$ cat src/rtl/core/grba_pkg.sv
// shared types and constants of the grid rectangle block allocator
package grba_pkg;

    localparam int SIDE_MAX  = 16;
    localparam int CELLS     = SIDE_MAX * SIDE_MAX;
    localparam int ADDR_W    = $clog2(CELLS);
    localparam int COORD_W   = $clog2(SIDE_MAX);
    localparam int ID_W      = 8;
    localparam int SIDE_W    = 5;
    localparam int SIZE_W    = 5;
    localparam int STATUS_W  = 3;

    localparam logic CMD_ALLOC = 1'b0;
    localparam logic CMD_FREE  = 1'b1;

    localparam logic [STATUS_W-1:0] ST_PLACED   = 3'd0;
    localparam logic [STATUS_W-1:0] ST_NO_SPACE = 3'd1;
    localparam logic [STATUS_W-1:0] ST_BAD_SIZE = 3'd2;
    localparam logic [STATUS_W-1:0] ST_FREED    = 3'd3;
    localparam logic [STATUS_W-1:0] ST_FREE_IGN = 3'd4;
    localparam logic [STATUS_W-1:0] ST_MISMATCH = 3'd5;

    localparam logic [SIDE_W-1:0] SIDE_RESET = 5'd16;

    // commands from the controller to the datapath
    typedef struct packed {
        logic                clr;
        logic                load;
        logic                walk_init;
        logic                hint_rd;
        logic                hint_clr;
        logic                walk_next;
        logic                cell_rd_hint;
        logic                fit_start_hint;
        logic                fit_start_scan;
        logic                scan_init;
        logic                scan_next;
        logic                cell_rd_rect;
        logic                rect_next;
        logic                rect_restart;
        logic                mark_wr;
        logic                place;
        logic                hint_set_right;
        logic                hint_set_below;
        logic                hint_set_free;
        logic                free_start;
        logic                free_wr;
        logic                set_status;
        logic [STATUS_W-1:0] status;
        logic                free_status;
        logic                emit;
    } t_cmd;

    // status from the datapath to the controller
    typedef struct packed {
        logic clr_last;
        logic is_free;
        logic bad_size;
        logic bad_corner;
        logic walk_last;
        logic idx_ge_ss;
        logic hint_q;
        logic occ_q;
        logic placed;
        logic in_scan;
        logic rect_oob;
        logic rect_last;
        logic scan_last;
        logic right_ok;
        logic below_ok;
        logic out_free;
    } t_stat;

endpackage

$ cat src/rtl/core/grba_dp.sv
// datapath: grid and hint memories, walk and scan counters, output register
module grba_dp (
    input  logic                                i_clk,
    input  logic                                i_rst_n,
    input  grba_pkg::t_cmd                      i_cmd_bus,
    output grba_pkg::t_stat                     o_stat,
    input  logic                                i_cfg_we,
    input  logic [grba_pkg::SIDE_W-1:0]         i_cfg_data,
    input  logic                                i_cmd,
    input  logic [grba_pkg::SIZE_W-1:0]         i_width_blocks,
    input  logic [grba_pkg::SIZE_W-1:0]         i_height_blocks,
    input  logic signed [grba_pkg::SIZE_W-1:0]  i_free_x,
    input  logic signed [grba_pkg::SIZE_W-1:0]  i_free_y,
    input  logic [grba_pkg::ID_W-1:0]           i_owner_id,
    input  logic                                i_out_ready,
    output logic                                o_out_valid,
    output logic [grba_pkg::STATUS_W-1:0]       o_status,
    output logic [grba_pkg::COORD_W-1:0]        o_placed_x,
    output logic [grba_pkg::COORD_W-1:0]        o_placed_y
);
    import grba_pkg::*;

    localparam int CW = COORD_W;

    logic [ID_W:0]          r_cell_mem [CELLS];
    logic                   r_hint_mem [CELLS];
    logic [ID_W:0]          r_cell_q;
    logic                   r_hint_q;

    logic [SIDE_W-1:0]      r_side;
    logic [ADDR_W:0]        r_clr_idx;
    logic                   r_op;
    logic [SIZE_W-1:0]      r_w, r_h;
    logic [SIZE_W-1:0]      r_fx, r_fy;
    logic [ID_W-1:0]        r_id;
    logic [ADDR_W-1:0]      r_idx;
    logic [CW-1:0]          r_hx;
    logic [CW:0]            r_hy;
    logic [CW-1:0]          r_sx, r_sy;
    logic [CW-1:0]          r_bx, r_by, r_cx, r_cy;
    logic [CW-1:0]          r_px, r_py;
    logic                   r_placed, r_in_scan, r_mism;
    logic [STATUS_W-1:0]    r_status;
    logic                   r_ovalid;
    logic [STATUS_W-1:0]    r_ostatus;
    logic [CW-1:0]          r_opx, r_opy;

    logic [SIDE_W-1:0]      s;
    logic [2*SIDE_W-1:0]    ss;
    logic [SIZE_W:0]        xsum, ysum;
    logic [SIDE_W-1:0]      ex, ey;
    logic                   cx_end, cy_end;
    logic [2*SIDE_W-1:0]    right_addr, below_addr, free_addr;
    logic [SIZE_W:0]        pxw, pyh;
    logic                   cell_we, cell_re, hint_we, hint_re;
    logic [ADDR_W-1:0]      cell_wa, cell_ra, hint_wa;
    logic [ID_W:0]          cell_wd;
    logic                   hint_wd;

    // side in use, clamped to 1..16
    always_comb begin
        if (r_side == '0) begin
            s = SIDE_W'(1);
        end else if (r_side > SIDE_W'(SIDE_MAX)) begin
            s = SIDE_W'(SIDE_MAX);
        end else begin
            s = r_side;
        end
    end
    assign ss = (2*SIDE_W)'(s) * (2*SIDE_W)'(s);

    // rectangle extents, clipped to the grid
    assign xsum   = (SIZE_W+1)'(r_bx) + (SIZE_W+1)'(r_w);
    assign ysum   = (SIZE_W+1)'(r_by) + (SIZE_W+1)'(r_h);
    assign ex     = (xsum > (SIZE_W+1)'(s)) ? s : xsum[SIDE_W-1:0];
    assign ey     = (ysum > (SIZE_W+1)'(s)) ? s : ysum[SIDE_W-1:0];
    assign cx_end = (SIDE_W'(r_cx) + SIDE_W'(1)) == ex;
    assign cy_end = (SIDE_W'(r_cy) + SIDE_W'(1)) == ey;

    assign pxw        = (SIZE_W+1)'(r_px) + (SIZE_W+1)'(r_w);
    assign pyh        = (SIZE_W+1)'(r_py) + (SIZE_W+1)'(r_h);
    assign right_addr = (2*SIDE_W)'(r_py) * (2*SIDE_W)'(s) + (2*SIDE_W)'(pxw);
    assign below_addr = (2*SIDE_W)'(pyh) * (2*SIDE_W)'(s) + (2*SIDE_W)'(r_px);
    assign free_addr  = (2*SIDE_W)'(r_fy[CW-1:0]) * (2*SIDE_W)'(s)
                      + (2*SIDE_W)'(r_fx[CW-1:0]);

    // memory port muxing
    always_comb begin
        cell_we = i_cmd_bus.clr | i_cmd_bus.mark_wr | i_cmd_bus.free_wr;
        cell_wa = i_cmd_bus.clr ? r_clr_idx[ADDR_W-1:0] : {r_cy, r_cx};
        cell_wd = i_cmd_bus.mark_wr ? {1'b1, r_id} : '0;
        cell_re = i_cmd_bus.cell_rd_hint | i_cmd_bus.cell_rd_rect;
        cell_ra = i_cmd_bus.cell_rd_hint ? {r_hy[CW-1:0], r_hx} : {r_cy, r_cx};
        hint_re = i_cmd_bus.hint_rd;
        hint_we = 1'b1;
        hint_wd = 1'b1;
        hint_wa = r_idx;
        if (i_cmd_bus.clr) begin
            hint_wa = r_clr_idx[ADDR_W-1:0];
            hint_wd = 1'b0;
        end else if (i_cmd_bus.hint_clr) begin
            hint_wd = 1'b0;
        end else if (i_cmd_bus.hint_set_right) begin
            hint_wa = right_addr[ADDR_W-1:0];
        end else if (i_cmd_bus.hint_set_below) begin
            hint_wa = below_addr[ADDR_W-1:0];
        end else if (i_cmd_bus.hint_set_free) begin
            hint_wa = free_addr[ADDR_W-1:0];
        end else begin
            hint_we = 1'b0;
        end
    end

    always_ff @(posedge i_clk) begin
        if (cell_we) begin
            r_cell_mem[cell_wa] <= cell_wd;
        end
        if (cell_re) begin
            r_cell_q <= r_cell_mem[cell_ra];
        end
    end

    always_ff @(posedge i_clk) begin
        if (hint_we) begin
            r_hint_mem[hint_wa] <= hint_wd;
        end
        if (hint_re) begin
            r_hint_q <= r_hint_mem[r_idx];
        end
    end

    // control state of the datapath
    always_ff @(posedge i_clk) begin
        if (!i_rst_n) begin
            r_side    <= SIDE_RESET;
            r_clr_idx <= '0;
            r_ovalid  <= 1'b0;
            r_placed  <= 1'b0;
            r_in_scan <= 1'b0;
            r_mism    <= 1'b0;
        end else begin
            if (i_cfg_we) begin
                r_side <= i_cfg_data;
            end
            if (i_cmd_bus.clr) begin
                r_clr_idx <= r_clr_idx + 1'b1;
            end
            if (i_cmd_bus.emit) begin
                r_ovalid <= 1'b1;
            end else if (i_out_ready) begin
                r_ovalid <= 1'b0;
            end
            if (i_cmd_bus.walk_init) begin
                r_placed  <= 1'b0;
                r_in_scan <= 1'b0;
            end
            if (i_cmd_bus.scan_init) begin
                r_in_scan <= 1'b1;
            end
            if (i_cmd_bus.place) begin
                r_placed <= 1'b1;
            end
            if (i_cmd_bus.free_start) begin
                r_mism <= 1'b0;
            end else if (i_cmd_bus.free_wr && r_cell_q != {1'b1, r_id}) begin
                r_mism <= 1'b1;
            end
        end
    end

    // payload registers
    always_ff @(posedge i_clk) begin
        if (i_cmd_bus.load) begin
            r_op <= i_cmd;
            r_w  <= i_width_blocks;
            r_h  <= i_height_blocks;
            r_fx <= i_free_x;
            r_fy <= i_free_y;
            r_id <= i_owner_id;
            r_px <= '0;
            r_py <= '0;
        end
        if (i_cmd_bus.walk_init) begin
            r_idx <= '0;
            r_hx  <= '0;
            r_hy  <= '0;
        end else if (i_cmd_bus.walk_next) begin
            r_idx <= r_idx + 1'b1;
            if ({1'b0, r_idx} < ss[ADDR_W:0] || ss > (2*SIDE_W)'(CELLS)) begin
                if ((SIDE_W'(r_hx) + SIDE_W'(1)) == s) begin
                    r_hx <= '0;
                    r_hy <= r_hy + 1'b1;
                end else begin
                    r_hx <= r_hx + 1'b1;
                end
            end
        end
        if (i_cmd_bus.scan_init) begin
            r_sx <= '0;
            r_sy <= '0;
        end else if (i_cmd_bus.scan_next) begin
            if ((SIDE_W'(r_sy) + SIDE_W'(1)) == s) begin
                r_sy <= '0;
                r_sx <= r_sx + 1'b1;
            end else begin
                r_sy <= r_sy + 1'b1;
            end
        end
        if (i_cmd_bus.fit_start_hint) begin
            r_bx <= r_hx;
            r_by <= r_hy[CW-1:0];
            r_cx <= r_hx;
            r_cy <= r_hy[CW-1:0];
        end else if (i_cmd_bus.fit_start_scan) begin
            r_bx <= r_sx;
            r_by <= r_sy;
            r_cx <= r_sx;
            r_cy <= r_sy;
        end else if (i_cmd_bus.free_start) begin
            r_bx <= r_fx[CW-1:0];
            r_by <= r_fy[CW-1:0];
            r_cx <= r_fx[CW-1:0];
            r_cy <= r_fy[CW-1:0];
        end else if (i_cmd_bus.rect_restart) begin
            r_cx <= r_bx;
            r_cy <= r_by;
        end else if (i_cmd_bus.rect_next) begin
            if (cx_end) begin
                r_cx <= r_bx;
                r_cy <= r_cy + 1'b1;
            end else begin
                r_cx <= r_cx + 1'b1;
            end
        end
        if (i_cmd_bus.place) begin
            r_px <= r_bx;
            r_py <= r_by;
        end
        if (i_cmd_bus.set_status) begin
            r_status <= i_cmd_bus.status;
        end else if (i_cmd_bus.free_status) begin
            r_status <= r_mism ? ST_MISMATCH : ST_FREED;
        end
        if (i_cmd_bus.emit) begin
            r_ostatus <= r_status;
            r_opx     <= r_px;
            r_opy     <= r_py;
        end
    end

    always_comb begin
        o_stat.clr_last   = r_clr_idx[ADDR_W-1:0] == ADDR_W'(CELLS - 1);
        o_stat.is_free    = r_op == CMD_FREE;
        o_stat.bad_size   = (r_w == '0) || (r_h == '0);
        o_stat.bad_corner = r_fx[SIZE_W-1] || r_fy[SIZE_W-1] || (r_fx >= s) || (r_fy >= s);
        o_stat.walk_last  = r_idx == ADDR_W'(CELLS - 1);
        o_stat.idx_ge_ss  = (2*SIDE_W)'(r_idx) >= ss;
        o_stat.hint_q     = r_hint_q;
        o_stat.occ_q      = r_cell_q[ID_W];
        o_stat.placed     = r_placed;
        o_stat.in_scan    = r_in_scan;
        o_stat.rect_oob   = (xsum > (SIZE_W+1)'(s)) || (ysum > (SIZE_W+1)'(s));
        o_stat.rect_last  = cx_end && cy_end;
        o_stat.scan_last  = ((SIDE_W'(r_sx) + SIDE_W'(1)) == s)
                         && ((SIDE_W'(r_sy) + SIDE_W'(1)) == s);
        o_stat.right_ok   = pxw != (SIZE_W+1)'(s);
        o_stat.below_ok   = pyh != (SIZE_W+1)'(s);
        o_stat.out_free   = !r_ovalid || i_out_ready;
    end

    assign o_out_valid = r_ovalid;
    assign o_status    = r_ostatus;
    assign o_placed_x  = r_opx;
    assign o_placed_y  = r_opy;

    a_mark_in_bounds: assert property (@(posedge i_clk) disable iff (!i_rst_n)
        i_cmd_bus.mark_wr |-> !o_stat.rect_oob)
        else $error("mark outside grid");
    a_emit_no_overwrite: assert property (@(posedge i_clk) disable iff (!i_rst_n)
        i_cmd_bus.emit |-> (!r_ovalid || i_out_ready))
        else $error("result overwritten");
    a_no_result_in_clear: assert property (@(posedge i_clk) disable iff (!i_rst_n)
        i_cmd_bus.clr |-> !r_ovalid)
        else $error("result during clearing pass");

endmodule

$ cat src/rtl/core/grba_ctrl.sv
// controller state machine sequencing walk, fit, scan, mark and free
module grba_ctrl (
    input  logic            i_clk,
    input  logic            i_rst_n,
    input  grba_pkg::t_stat i_stat,
    input  logic            i_req_valid,
    output logic            o_req_ready,
    output grba_pkg::t_cmd  o_cmd_bus
);
    import grba_pkg::*;

    typedef enum logic [15:0] {
        S_CLR      = 16'h0001,
        S_IDLE     = 16'h0002,
        S_DISP     = 16'h0004,
        S_HRD      = 16'h0008,
        S_HCHK     = 16'h0010,
        S_HOCC     = 16'h0020,
        S_FRD      = 16'h0040,
        S_FCHK     = 16'h0080,
        S_MARK     = 16'h0100,
        S_SCAN     = 16'h0200,
        S_HNT_R    = 16'h0400,
        S_HNT_B    = 16'h0800,
        S_FREE_RD  = 16'h1000,
        S_FREE_WR  = 16'h2000,
        S_FREE_HNT = 16'h4000,
        S_DONE     = 16'h8000
    } t_state;

    t_state r_state, n_state;

    always_ff @(posedge i_clk) begin
        if (!i_rst_n) begin
            r_state <= S_CLR;
        end else begin
            r_state <= n_state;
        end
    end

    assign o_req_ready = r_state == S_IDLE;

    always_comb begin
        o_cmd_bus = '0;
        n_state   = r_state;
        case (r_state)
            S_CLR: begin
                o_cmd_bus.clr = 1'b1;
                if (i_stat.clr_last) begin
                    n_state = S_IDLE;
                end
            end
            S_IDLE: begin
                if (i_req_valid) begin
                    o_cmd_bus.load = 1'b1;
                    n_state        = S_DISP;
                end
            end
            S_DISP: begin
                if (!i_stat.is_free) begin
                    if (i_stat.bad_size) begin
                        o_cmd_bus.set_status = 1'b1;
                        o_cmd_bus.status     = ST_BAD_SIZE;
                        n_state              = S_DONE;
                    end else begin
                        o_cmd_bus.walk_init = 1'b1;
                        n_state             = S_HRD;
                    end
                end else if (i_stat.bad_corner) begin
                    o_cmd_bus.set_status = 1'b1;
                    o_cmd_bus.status     = ST_FREE_IGN;
                    n_state              = S_DONE;
                end else if (i_stat.bad_size) begin
                    o_cmd_bus.set_status = 1'b1;
                    o_cmd_bus.status     = ST_BAD_SIZE;
                    n_state              = S_DONE;
                end else begin
                    o_cmd_bus.free_start = 1'b1;
                    n_state              = S_FREE_RD;
                end
            end
            S_HRD: begin
                o_cmd_bus.hint_rd = 1'b1;
                n_state           = S_HCHK;
            end
            S_HCHK, S_HOCC: begin
                if (r_state == S_HCHK && i_stat.hint_q && !i_stat.idx_ge_ss) begin
                    o_cmd_bus.cell_rd_hint = 1'b1;
                    n_state                = S_HOCC;
                end else if (r_state == S_HOCC && !i_stat.occ_q && !i_stat.placed) begin
                    o_cmd_bus.fit_start_hint = 1'b1;
                    n_state                  = S_FRD;
                end else begin
                    // drop stale or covered hint, then move on
                    o_cmd_bus.hint_clr = (r_state == S_HCHK) ? i_stat.hint_q : i_stat.occ_q;
                    if (!i_stat.walk_last) begin
                        o_cmd_bus.walk_next = 1'b1;
                        n_state             = S_HRD;
                    end else if (i_stat.placed) begin
                        n_state = S_HNT_R;
                    end else begin
                        o_cmd_bus.scan_init = 1'b1;
                        n_state             = S_SCAN;
                    end
                end
            end
            S_SCAN: begin
                o_cmd_bus.fit_start_scan = 1'b1;
                n_state                  = S_FRD;
            end
            S_FRD, S_FCHK: begin
                if (r_state == S_FRD && !i_stat.rect_oob) begin
                    o_cmd_bus.cell_rd_rect = 1'b1;
                    n_state                = S_FCHK;
                end else if (r_state == S_FCHK && !i_stat.occ_q) begin
                    if (i_stat.rect_last) begin
                        o_cmd_bus.rect_restart = 1'b1;
                        n_state                = S_MARK;
                    end else begin
                        o_cmd_bus.rect_next = 1'b1;
                        n_state             = S_FRD;
                    end
                end else if (!i_stat.in_scan) begin
                    // hint position does not fit
                    if (!i_stat.walk_last) begin
                        o_cmd_bus.walk_next = 1'b1;
                        n_state             = S_HRD;
                    end else begin
                        o_cmd_bus.scan_init = 1'b1;
                        n_state             = S_SCAN;
                    end
                end else if (i_stat.scan_last) begin
                    o_cmd_bus.set_status = 1'b1;
                    o_cmd_bus.status     = ST_NO_SPACE;
                    n_state              = S_DONE;
                end else begin
                    o_cmd_bus.scan_next = 1'b1;
                    n_state             = S_SCAN;
                end
            end
            S_MARK: begin
                o_cmd_bus.mark_wr = 1'b1;
                if (!i_stat.rect_last) begin
                    o_cmd_bus.rect_next = 1'b1;
                end else begin
                    o_cmd_bus.place = 1'b1;
                    if (i_stat.in_scan) begin
                        n_state = S_HNT_R;
                    end else begin
                        o_cmd_bus.hint_clr = 1'b1;
                        if (i_stat.walk_last) begin
                            n_state = S_HNT_R;
                        end else begin
                            o_cmd_bus.walk_next = 1'b1;
                            n_state             = S_HRD;
                        end
                    end
                end
            end
            S_HNT_R: begin
                o_cmd_bus.set_status     = 1'b1;
                o_cmd_bus.status         = ST_PLACED;
                o_cmd_bus.hint_set_right = i_stat.right_ok;
                n_state                  = S_HNT_B;
            end
            S_HNT_B: begin
                o_cmd_bus.hint_set_below = i_stat.below_ok;
                n_state                  = S_DONE;
            end
            S_FREE_RD: begin
                o_cmd_bus.cell_rd_rect = 1'b1;
                n_state                = S_FREE_WR;
            end
            S_FREE_WR: begin
                o_cmd_bus.free_wr = 1'b1;
                if (i_stat.rect_last) begin
                    n_state = S_FREE_HNT;
                end else begin
                    o_cmd_bus.rect_next = 1'b1;
                    n_state             = S_FREE_RD;
                end
            end
            S_FREE_HNT: begin
                o_cmd_bus.hint_set_free = 1'b1;
                o_cmd_bus.free_status   = 1'b1;
                n_state                 = S_DONE;
            end
            S_DONE: begin
                if (i_stat.out_free) begin
                    o_cmd_bus.emit = 1'b1;
                    n_state        = S_IDLE;
                end
            end
            default: begin
                n_state = S_IDLE;
            end
        endcase
    end

    a_mark_after_fit: assert property (@(posedge i_clk) disable iff (!i_rst_n)
        (r_state == S_MARK) |-> ($past(r_state) == S_FCHK || $past(r_state) == S_MARK))
        else $error("mark entered without a fit check");
    a_scan_only_unplaced: assert property (@(posedge i_clk) disable iff (!i_rst_n)
        o_cmd_bus.scan_init |-> !i_stat.placed)
        else $error("scan started after placement");
    a_free_hint_once: assert property (@(posedge i_clk) disable iff (!i_rst_n)
        (r_state == S_FREE_HNT) |=> (r_state == S_DONE))
        else $error("free sequence did not finish");

endmodule

$ cat src/rtl/core/grid_rectangle_block_allocator.sv
// top level of the grid rectangle block allocator
// Allocates and frees rectangles of blocks on a square grid of up to 16 x 16
// cells. One request is worked at a time: a request is taken only when the
// sequencer is idle, though a finished result may still be waiting in the
// output register. Every cell and hint lookup is a registered memory read. An
// allocate walks all 256 hint indexes, then checks candidate positions cell by
// cell; when no hint fits, a first-fit scan over up to side*side positions
// follows. A free reads and clears each cell of the rectangle in turn, then
// sets a hint at its corner. After reset a clearing pass over all 256 cells
// wipes the grid and hint set; no request is taken during it, while grid_side
// writes are taken at any time.
module grid_rectangle_block_allocator (
    input  logic                                i_clk,
    input  logic                                i_rst_n,
    // configuration
    input  logic                                i_cfg_we,
    input  logic [grba_pkg::SIDE_W-1:0]         i_cfg_data,
    // request channel
    input  logic                                i_valid,
    output logic                                o_ready,
    input  logic                                i_cmd,
    input  logic [grba_pkg::SIZE_W-1:0]         i_width_blocks,
    input  logic [grba_pkg::SIZE_W-1:0]         i_height_blocks,
    input  logic signed [grba_pkg::SIZE_W-1:0]  i_free_x,
    input  logic signed [grba_pkg::SIZE_W-1:0]  i_free_y,
    input  logic [grba_pkg::ID_W-1:0]           i_owner_id,
    // result channel
    output logic                                o_valid,
    input  logic                                i_ready,
    output logic [grba_pkg::STATUS_W-1:0]       o_status,
    output logic [grba_pkg::COORD_W-1:0]        o_placed_x,
    output logic [grba_pkg::COORD_W-1:0]        o_placed_y
);
    import grba_pkg::*;

    t_cmd  cmd_bus;
    t_stat stat;

    // sequencer
    grba_ctrl u_ctrl (
        .i_clk       (i_clk),
        .i_rst_n     (i_rst_n),
        .i_stat      (stat),
        .i_req_valid (i_valid),
        .o_req_ready (o_ready),
        .o_cmd_bus   (cmd_bus)
    );

    // memories, counters and result register
    grba_dp u_dp (
        .i_clk           (i_clk),
        .i_rst_n         (i_rst_n),
        .i_cmd_bus       (cmd_bus),
        .o_stat          (stat),
        .i_cfg_we        (i_cfg_we),
        .i_cfg_data      (i_cfg_data),
        .i_cmd           (i_cmd),
        .i_width_blocks  (i_width_blocks),
        .i_height_blocks (i_height_blocks),
        .i_free_x        (i_free_x),
        .i_free_y        (i_free_y),
        .i_owner_id      (i_owner_id),
        .i_out_ready     (i_ready),
        .o_out_valid     (o_valid),
        .o_status        (o_status),
        .o_placed_x      (o_placed_x),
        .o_placed_y      (o_placed_y)
    );

endmodule
$ cat config.mk
export PLATFORM = sky130hd
export DESIGN_NAME = grid_rectangle_block_allocator
export DESIGN_NICKNAME = d
export VERILOG_FILES = /design/src/rtl/core/grba_pkg.sv /design/src/rtl/core/grba_dp.sv /design/src/rtl/core/grba_ctrl.sv /design/src/rtl/core/grid_rectangle_block_allocator.sv
export SDC_FILE = /design/constraint.sdc
export NUM_CORES = 2
export LEC_CHECK = 0
export ABC_AREA = 1
export BUFFER_PORTS_ARGS = -buffer_cell sky130_fd_sc_hd__clkbuf_2
export CORE_UTILIZATION = 35
export DETAILED_ROUTE_END_ITERATION = 10
export PLACE_DENSITY = 0.49
export SLEW_MARGIN = 20
export SYNTH_ARGS = -nofsm -noshare
export SYNTH_HDL_FRONTEND = slang
export SYNTH_SLANG_ARGS = --single-unit
$ cat constraint.sdc
create_clock -name i_clk -period 13 [get_ports i_clk]
set_input_delay 0.65 -clock i_clk [delete_from_list [all_inputs] [get_ports i_clk]]
set_output_delay 0.65 -clock i_clk [all_outputs]
set_load 0.02 [all_outputs]
# ---- After elaboration in Yosys (flattened, before gate mapping)
# Memories as Yosys holds them, arrays and structs flattened. A register that Yosys moved wholly into a read port is not among the register bits.
# Cells that the tools add are included.
dict set report totals {
  reg_bits 126
  ram_bits 2560
  out_inout_bits 13
  n_memories 2
}
# memory depth word_bits read_ports rd_ports_with_merged_regs wr line
set memory_table {}
lappend memory_table {u_dp.r_cell_mem 256 9 1 1 1 grba_dp.sv:25} ;# logic [ID_W:0] r_cell_mem [CELLS];
lappend memory_table {u_dp.r_hint_mem 256 1 1 1 1 grba_dp.sv:26} ;# logic r_hint_mem [CELLS];
dict set report op_classes {
  n_addsub 20
  mul 4
  magnitude_cmp 8
  eq_ne 30
  muxes 137
  n_bitwise 4
  n_reduce_logical 42
}
# op n
set op_table {}
lappend op_table {{$mux 16} 14}
lappend op_table {{$pmux 16 s13} 1}
lappend op_table {{$mux 4} 30}
lappend op_table {{$mux 8} 7}
lappend op_table {{$mux 1} 54}
lappend op_table {{$mux 11} 4}
lappend op_table {{$add 4x1->5 const B} 5}
lappend op_table {{$eq 5x5->1} 5}
lappend op_table {{$add 4x5->6} 4}
lappend op_table {{$add 4x1->4 const B} 5}
lappend op_table {{$mux 2} 10}
lappend op_table {{$mux 5} 4}
lappend op_table {{$mux 9} 2}
lappend op_table {{$add 8x4->8} 2}
lappend op_table {{$eq 16x1->1 const B} 1}
lappend op_table {{$eq 16x10->1 const B} 1}
lappend op_table {{$eq 16x11->1 const B} 1}
lappend op_table {{$eq 16x12->1 const B} 1}
lappend op_table {{$eq 16x13->1 const B} 1}
lappend op_table {{$eq 16x14->1 const B} 1}
lappend op_table {{$eq 16x15->1 const B} 1}
lappend op_table {{$eq 16x16->1 const B} 1}
lappend op_table {{$eq 16x2->1 const B} 1}
lappend op_table {{$eq 16x3->1 const B} 1}
lappend op_table {{other kinds (43)} 88}

# ---- Logic depth before layout (Yosys ltp)
dict set report depth {
  word_depth 16
  mapped_depth 37
}

# ---- Modules after synthesis
# From an unflattened synthesis, not the netlist that was laid out.
dict set report hier_totals {
  hier_cells 9565
  area_unflattened_um2 115334.4
}
# mod n_inst cells_per_inst area_per_inst_um2
set modules_own_cells {}
lappend modules_own_cells {grba_dp 1 9326 113974.3}
lappend modules_own_cells {grba_ctrl 1 239 1360.1}

# ---- Least setup slack after synthesis
# Ideal clock, no wire load.
dict set report synth_path {
  path_type {register -> register}
  start {reg u_ctrl.r_state[1]}
  end {mem u_dp.r_hint_mem[0], data pin}
  setup_ns 1.392
  arrival_time_ns 10.455
  required_ns 11.608
  setup_slack_ns 1.153
  stages_incl_launch_ff 9
  n_path_buf 0
  cell_sequence {dfxtp_1 -> nor2_2 -> nand2_2 -> nor2_4 -> nand3_1 -> clkinv_1 -> nand4_2 -> nand2_1 -> nor2_1}
}
dict set report synth_via {
  elab_chain_len 8
}
# item line
set synth_rtl {}
lappend synth_rtl {{start: declaration} grba_ctrl.sv:31} ;# t_state r_state, n_state;
lappend synth_rtl {{start signal: assignment} grba_ctrl.sv:37} ;# r_state <= n_state;
lappend synth_rtl {{$eq 16x6->1} {grba_ctrl.sv:46, grba_ctrl.sv:90}}
lappend synth_rtl {{$logic_and 1x1->1 (2 in series)} grba_ctrl.sv:90} ;# end else if (r_state == S_HOCC && !i_stat.occ_q && !i_stat.placed) begin
lappend synth_rtl {{$mux 2} grba_ctrl.sv:90}
lappend synth_rtl {{$mux 2} grba_ctrl.sv:87} ;# if (r_state == S_HCHK && i_stat.hint_q && !i_stat.idx_ge_ss) begin
lappend synth_rtl {{$pmux 1 s2} grba_ctrl.sv:46} ;# case (r_state)
lappend synth_rtl {{$mux 1} grba_dp.sv:101} ;# end else if (i_cmd_bus.hint_clr) begin
lappend synth_rtl {{$mux 1 (*)} grba_dp.sv:98} ;# if (i_cmd_bus.clr) begin
lappend synth_rtl {{named net u_dp.hint_wd} grba_dp.sv:58} ;# logic hint_wd;
lappend synth_rtl {{end: declaration} grba_dp.sv:26}
# The timed path passes the listed nets; every way through them passes the cells marked *.

# ---- Worst setup path after layout
dict set report layout_path {
  start {reg u_dp.r_side[4]}
  end {reg u_dp.r_cell_q[0], read port of u_dp.r_cell_mem, data pin}
}
dict set report layout_via {
  elab_chain_len 10
}
# item line
set layout_rtl {}
lappend layout_rtl {{start: declaration} grba_dp.sv:30} ;# logic [SIDE_W-1:0] r_side;
lappend layout_rtl {{start signal: assignment} grba_dp.sv:143} ;# r_side <= i_cfg_data;
lappend layout_rtl {{$gt 5x5->1} grba_dp.sv:64} ;# end else if (r_side > SIDE_W'(SIDE_MAX)) begin
lappend layout_rtl {{$mux 5} grba_dp.sv:64}
lappend layout_rtl {{$mux 5 (*)} grba_dp.sv:62} ;# if (r_side == '0) begin
lappend layout_rtl {{$mul 5x5->10 / $gt 6x5->1 (equally long branches)} {grba_dp.sv:70, grba_dp.sv:262}}
lappend layout_rtl {{$ge 8x10->1 / $logic_or 1x1->1 (equally long branches)} {grba_dp.sv:257, grba_dp.sv:262}}
lappend layout_rtl {{$logic_not 1->1, on equally long branches} {grba_ctrl.sv:87, grba_ctrl.sv:112}}
lappend layout_rtl {{$logic_and 1x1->1, on equally long branches} {grba_ctrl.sv:87, grba_ctrl.sv:112}}
lappend layout_rtl {{$mux 1, on equally long branches} {grba_ctrl.sv:87, grba_ctrl.sv:112}}
lappend layout_rtl {{$mux 2 / $pmux 1 s2 (equally long branches)} grba_ctrl.sv:46}
lappend layout_rtl {{$mux 8 / $or 1x1->1 (equally long branches)} {grba_dp.sv:93, grba_dp.sv:92}}
lappend layout_rtl {{end: declaration} grba_dp.sv:27} ;# logic [ID_W:0] r_cell_q;
# Every way passes the cells marked *; elsewhere a longest branch is shown, timed or not.
# A chain may end at the register's enable or synchronous reset.

==> run_summary.xml <==
<?xml version="1.0" encoding="UTF-8"?>
<metrics>
  <group name="synthesis">
    <metric name="synth_enable_flop_cells" unit="">2637</metric>
    <metric name="synth_seq_cells" unit="">2694</metric>
    <metric name="syn_avg_cell_area" unit="µm²">10.13</metric>
    <metric name="postSynth.asyncResetShare" unit="">0</metric>
    <metric name="mapped_area" unit="µm²">122500</metric>
    <metric name="ys_seq_area_frac" unit="">0.6556</metric>
    <metric name="synth_warnings" unit="">0</metric>
    <metric name="synth-main-ff-cell" unit="">sky130_fd_sc_hd__edfxtp_1</metric>
    <metric name="syn_inst" unit="">12100</metric>
    <metric name="synth_cell_type_count" unit="">68</metric>
  </group>
  <group name="sta">
    <metric name="hold_ws" unit="ns">0.1012</metric>
    <metric name="final_min_period_over_clock_period" unit="">0.7420</metric>
    <metric name="report.final.setup_viol" unit="">0</metric>
    <metric name="setup-tns-final" unit="ns">0</metric>
    <metric name="slew_headroom" unit="">0.1788</metric>
    <metric name="layout_min_cycle_time" unit="ns">9.646</metric>
    <metric name="worst_slew_pin_slew" unit="ns">1.232</metric>
    <metric name="timing_hold_violations_final" unit="">0</metric>
    <metric name="final.setup_skew" unit="ns">0.06971</metric>
    <metric name="grt_setup_unrepaired" unit="">false</metric>
    <metric name="max_freq" unit="MHz">103.7</metric>
    <metric name="timing.final.max_slew_violations" unit="">0</metric>
  </group>
  <group name="pwr">
    <metric name="pwr_dens" unit="nW/µm²">132.7</metric>
    <metric name="leakagePower" unit="nW">56.53</metric>
    <metric name="vdd.ir_drop.worst" unit="V">0.0001079</metric>
  </group>
  <group name="setup_path">
    <metric name="setup.reg_to_reg.worst_slack" unit="ns">3.35</metric>
    <metric name="cp_data_arrival_time" unit="ns">10.28</metric>
    <metric name="critPathMaxFanout" unit="">159</metric>
    <metric name="cp_slowest_stage_delay" unit="ns">1.21</metric>
    <metric name="setup.worst_path.end_class" unit="">flop</metric>
    <metric name="critPathLaunchType" unit="">flop</metric>
    <metric name="timing.critical_path.required" unit="ns">13.64</metric>
    <metric name="critical_path.most_common_cell" unit="">sky130_fd_sc_hd__nand3_1</metric>
    <metric name="worst-setup-path-type" unit="">reg2reg</metric>
    <metric name="worst_path_max_delay_cell" unit="">sky130_fd_sc_hd__nand2_8</metric>
  </group>
  <group name="floorplanning">
    <metric name="rows" unit="">216</metric>
    <metric name="floorplan.die.width" unit="µm">593.7</metric>
    <metric name="overall_die_height" unit="µm">593.7</metric>
    <metric name="core_region_area" unit="µm²">347300</metric>
    <metric name="initial_core_util" unit="">0.3528</metric>
    <metric name="floorplan.die_area" unit="µm²">352400</metric>
    <metric name="io_pins" unit="">52</metric>
  </group>
  <group name="clock_tree">
    <metric name="cts_repair_resize_count" unit="">0</metric>
    <metric name="clock_insertion_delay_worst_skew" unit="ns">0.92</metric>
    <metric name="clkSinkCount" unit="">2694</metric>
    <metric name="cts_htree_levels" unit="">5</metric>
    <metric name="cts-root-to-sink-buffers" unit="">4</metric>
    <metric name="cts-buffers-inserted" unit="">309</metric>
    <metric name="worst_setup_hold_path_clk_slew" unit="ns">0.06</metric>
    <metric name="tritoncts" unit="">done</metric>
    <metric name="cts-root-buf" unit="">sky130_fd_sc_hd__clkbuf_16</metric>
    <metric name="postCtsSetupBuffers" unit="">0</metric>
  </group>
  <group name="cells_and_area">
    <metric name="layout-drive-gt1-share" unit="">0.05985</metric>
    <metric name="finalInstanceArea" unit="µm²">137300</metric>
    <metric name="stdcell_count" unit="">16800</metric>
    <metric name="syn2layout_area_growth" unit="%">12.10</metric>
    <metric name="fin_nets" unit="">12170</metric>
    <metric name="final.fill_count" unit="">33700</metric>
  </group>
  <group name="drt">
    <metric name="route.vias.total" unit="">85790</metric>
    <metric name="detail_route.wirelength" unit="µm">384600</metric>
    <metric name="wl_met2" unit="µm">178200</metric>
    <metric name="highest_metal_layer_with_signal_wires" unit="">met5</metric>
    <metric name="drt_first_iter_violations" unit="">8764</metric>
    <metric name="routed_via_density" unit="">5.108</metric>
    <metric name="post_drt_wl_per_cell" unit="µm">22.90</metric>
    <metric name="wl_met3" unit="µm">27240</metric>
    <metric name="drc_errors" unit="">0</metric>
    <metric name="route.antenna.remaining_nets" unit="">0</metric>
    <metric name="met1Wirelength" unit="µm">167400</metric>
    <metric name="drt-pass1-iter-count" unit="">7</metric>
  </group>
  <group name="global_routing">
    <metric name="grt_antenna_before_repair" unit="">17</metric>
    <metric name="pin_count_of_the_biggest_net_entering_global_routing" unit="">160</metric>
    <metric name="grt.overflow.total" unit="">0</metric>
    <metric name="track_usage" unit="">0.2128</metric>
    <metric name="grt_pass1_vias" unit="">82550</metric>
    <metric name="grt_first_pass_wirelength" unit="µm">563400</metric>
  </group>
  <group name="placed_design">
    <metric name="dpl-instance-area" unit="µm²">127200</metric>
    <metric name="hpwl" unit="µm">219600</metric>
    <metric name="gp_routability_congestion" unit="">0.8617</metric>
    <metric name="io_port_bufs" unit="">51</metric>
    <metric name="placed_cells_incl_taps" unit="">16210</metric>
  </group>
  <group name="worst_hold_path">
    <metric name="worstHoldPathType" unit="">in2reg</metric>
  </group>
  <group name="run">
    <metric name="maxCapViolations" unit="">0</metric>
  </group>
  <group name="run_status">
    <metric name="status" unit="">finished, final reports clean</metric>
  </group>
</metrics>
## stage by stage
| stage | setup slack [ns] | power [mW] | utilization |
|---|---|---|---|
| 2_1_floorplan | 1.153 | 9.713 | - |
| 3_3_place_gp | 3.610 | 9.803 | 0.3660 |
| 3_5_place_dp | 3.630 | 9.805 | 0.3662 |
| 4_1_cts | 3.549 | 18.37 | 0.3953 |
| 5_1_grt | 3.059 | 18.70 | 0.3955 |
| 6_report | 3.354 | 18.23 | 0.3955 |
## state kept, by name, summed over array words and instances (netlist names), 5 cells and up
register and count:
u_dp.r_idx 8, u_dp.r_cell_q 9, u_dp.r_side 5, u_dp.r_h 5, u_dp.r_clr_idx 8, u_dp.r_id 8
u_ctrl.r_state 16, u_dp.r_fy 5, u_dp.r_cell_mem 2304, u_dp.r_fx 5, u_dp.r_w 5, u_dp.r_hint_mem 256
## placed cells by master, fill, tap and decap left out, drive strengths merged, types with 36 or more instances in the layout
master / instances
dfxtp: 57
o211ai: 72
a21oi: 75
fa: 38
nand3: 2103
ha: 115
o21ai: 314
clkinv: 109
nor2: 838
clkbuf: 454
xor2: 43
inv: 1937
nand4: 36
buf: 129
edfxtp: 2637
o22ai: 40
nand2: 2994
## layout make-up
type | instances | area (µm²) | area share
flip-flops and latches | 2694 | 80330 | 0.5849
multi-input cells | 6827 | 32290 | 0.2351
clock buffers | 403 | 8284 | 0.06032
inverters | 1932 | 7287 | 0.05306
well taps | 4578 | 5728 | 0.04171
repair buffers | 210 | 1881 | 0.01369
clock inverters | 147 | 1526 | 0.01111
diodes | 5 | 12.51 | 0.00009110
## path summary, 6_finish.rpt
check	start	to	depth (start not counted)
min	i_cfg_data[4]	u_dp.r_side[4]$_SDFFE_PN1P_	3
max reg2reg	u_dp.r_side[4]$_SDFFE_PN1P_	u_dp.r_cell_q[0]$_DFFE_PP_	28
min reg2reg	u_dp.r_status[1]$_DFFE_PP_	u_dp.o_status[1]$_DFFE_PP_	0
max	u_dp.r_side[4]$_SDFFE_PN1P_	u_dp.r_cell_q[0]$_DFFE_PP_	28
## synth_stat cells (5+ instances only)
cell | count | share of area
sky130_fd_sc_hd__a211oi_1 | 6 | 0.00037
sky130_fd_sc_hd__a21oi_1 | 71 | 0.0029
sky130_fd_sc_hd__a22oi_1 | 8 | 0.00049
sky130_fd_sc_hd__a31oi_1 | 5 | 0.00026
sky130_fd_sc_hd__buf_1 | 50 | 0.0015
sky130_fd_sc_hd__buf_2 | 327 | 0.013
sky130_fd_sc_hd__buf_4 | 9 | 0.00055
sky130_fd_sc_hd__buf_6 | 7 | 0.00064
sky130_fd_sc_hd__clkbuf_1 | 250 | 0.0077
sky130_fd_sc_hd__clkinv_1 | 10 | 0.00031
sky130_fd_sc_hd__dfxtp_1 | 57 | 0.0093
sky130_fd_sc_hd__edfxtp_1 | 2637 | 0.65
sky130_fd_sc_hd__fa_1 | 38 | 0.0062
sky130_fd_sc_hd__ha_1 | 115 | 0.012
sky130_fd_sc_hd__inv_1 | 1910 | 0.059
sky130_fd_sc_hd__inv_2 | 9 | 0.00028
sky130_fd_sc_hd__nand2_1 | 2986 | 0.091
sky130_fd_sc_hd__nand2_2 | 8 | 0.00041
sky130_fd_sc_hd__nand3_1 | 2102 | 0.086
sky130_fd_sc_hd__nand4_1 | 18 | 0.00092
sky130_fd_sc_hd__nand4_4 | 16 | 0.0028
sky130_fd_sc_hd__nor2_1 | 826 | 0.025
sky130_fd_sc_hd__nor2_2 | 7 | 0.00036
sky130_fd_sc_hd__nor2_4 | 5 | 0.00046
sky130_fd_sc_hd__nor3_1 | 33 | 0.0013
sky130_fd_sc_hd__nor4_1 | 10 | 0.00051
sky130_fd_sc_hd__o211ai_1 | 72 | 0.0044
sky130_fd_sc_hd__o21ai_0 | 301 | 0.012
sky130_fd_sc_hd__o21ai_1 | 7 | 0.00029
sky130_fd_sc_hd__o221ai_1 | 30 | 0.0021
sky130_fd_sc_hd__o22ai_1 | 40 | 0.0020
sky130_fd_sc_hd__or2_2 | 12 | 0.00061
sky130_fd_sc_hd__xnor2_1 | 14 | 0.0010
sky130_fd_sc_hd__xor2_1 | 42 | 0.0030
## where the power goes
group / total, mW / internal, mW / switching, mW / leakage, nW
Clock: 8.60 / 5.00 / 3.60 / 4.76
Sequential: 9.41 / 9.40 / 0.00659 / 23.4
Combinational: 0.224 / 0.0641 / 0.160 / 28.3
Total: 18.2 / 14.5 / 3.76 / 56.5
## kinds of logic (layout without fill, tap and decap cells)
group	Yosys count	in the layout	share of synthesized area
AOI/OAI and AO/OA	572	572	0.02763
and+or+nand+nor	6042	6042	0.2114
DFF	2694	2694	0.6556
adders and majority gates	153	153	0.01795
other	2	8	0.00006130
buffers and inverters	2576	2692	0.08317
xor gates and xnor gates	57	57	0.004136
## timing repair
item,4_1_cts,5_1_grt
hold endpoints to repair,30,0
endpoints found under the setup margin,0,0
hold buffers,30,0
## metal layers
metal	track usage	vias up
met5	0	-
met4	0.06743	2
met3	0.03404	606
met2	0.3432	3063
met1	0.2934	42360
li1	-	39760
## worst max-delay path: cells and delay by family, from the launching register on
| family | cells | cell delay [ns] |
|---|---|---|
| xor gates and xnor gates | 1 | 0.19 |
| AOI/OAI and AO/OA | 2 | 0.27 |
| DFF | 1 | 0.59 |
| and+or+nand+nor | 18 | 5.55 |
| buffers and inverters | 2 | 0.59 |
| adders and majority gates | 5 | 1.86 |
Note: power is estimated with default switching activity, not from simulation.
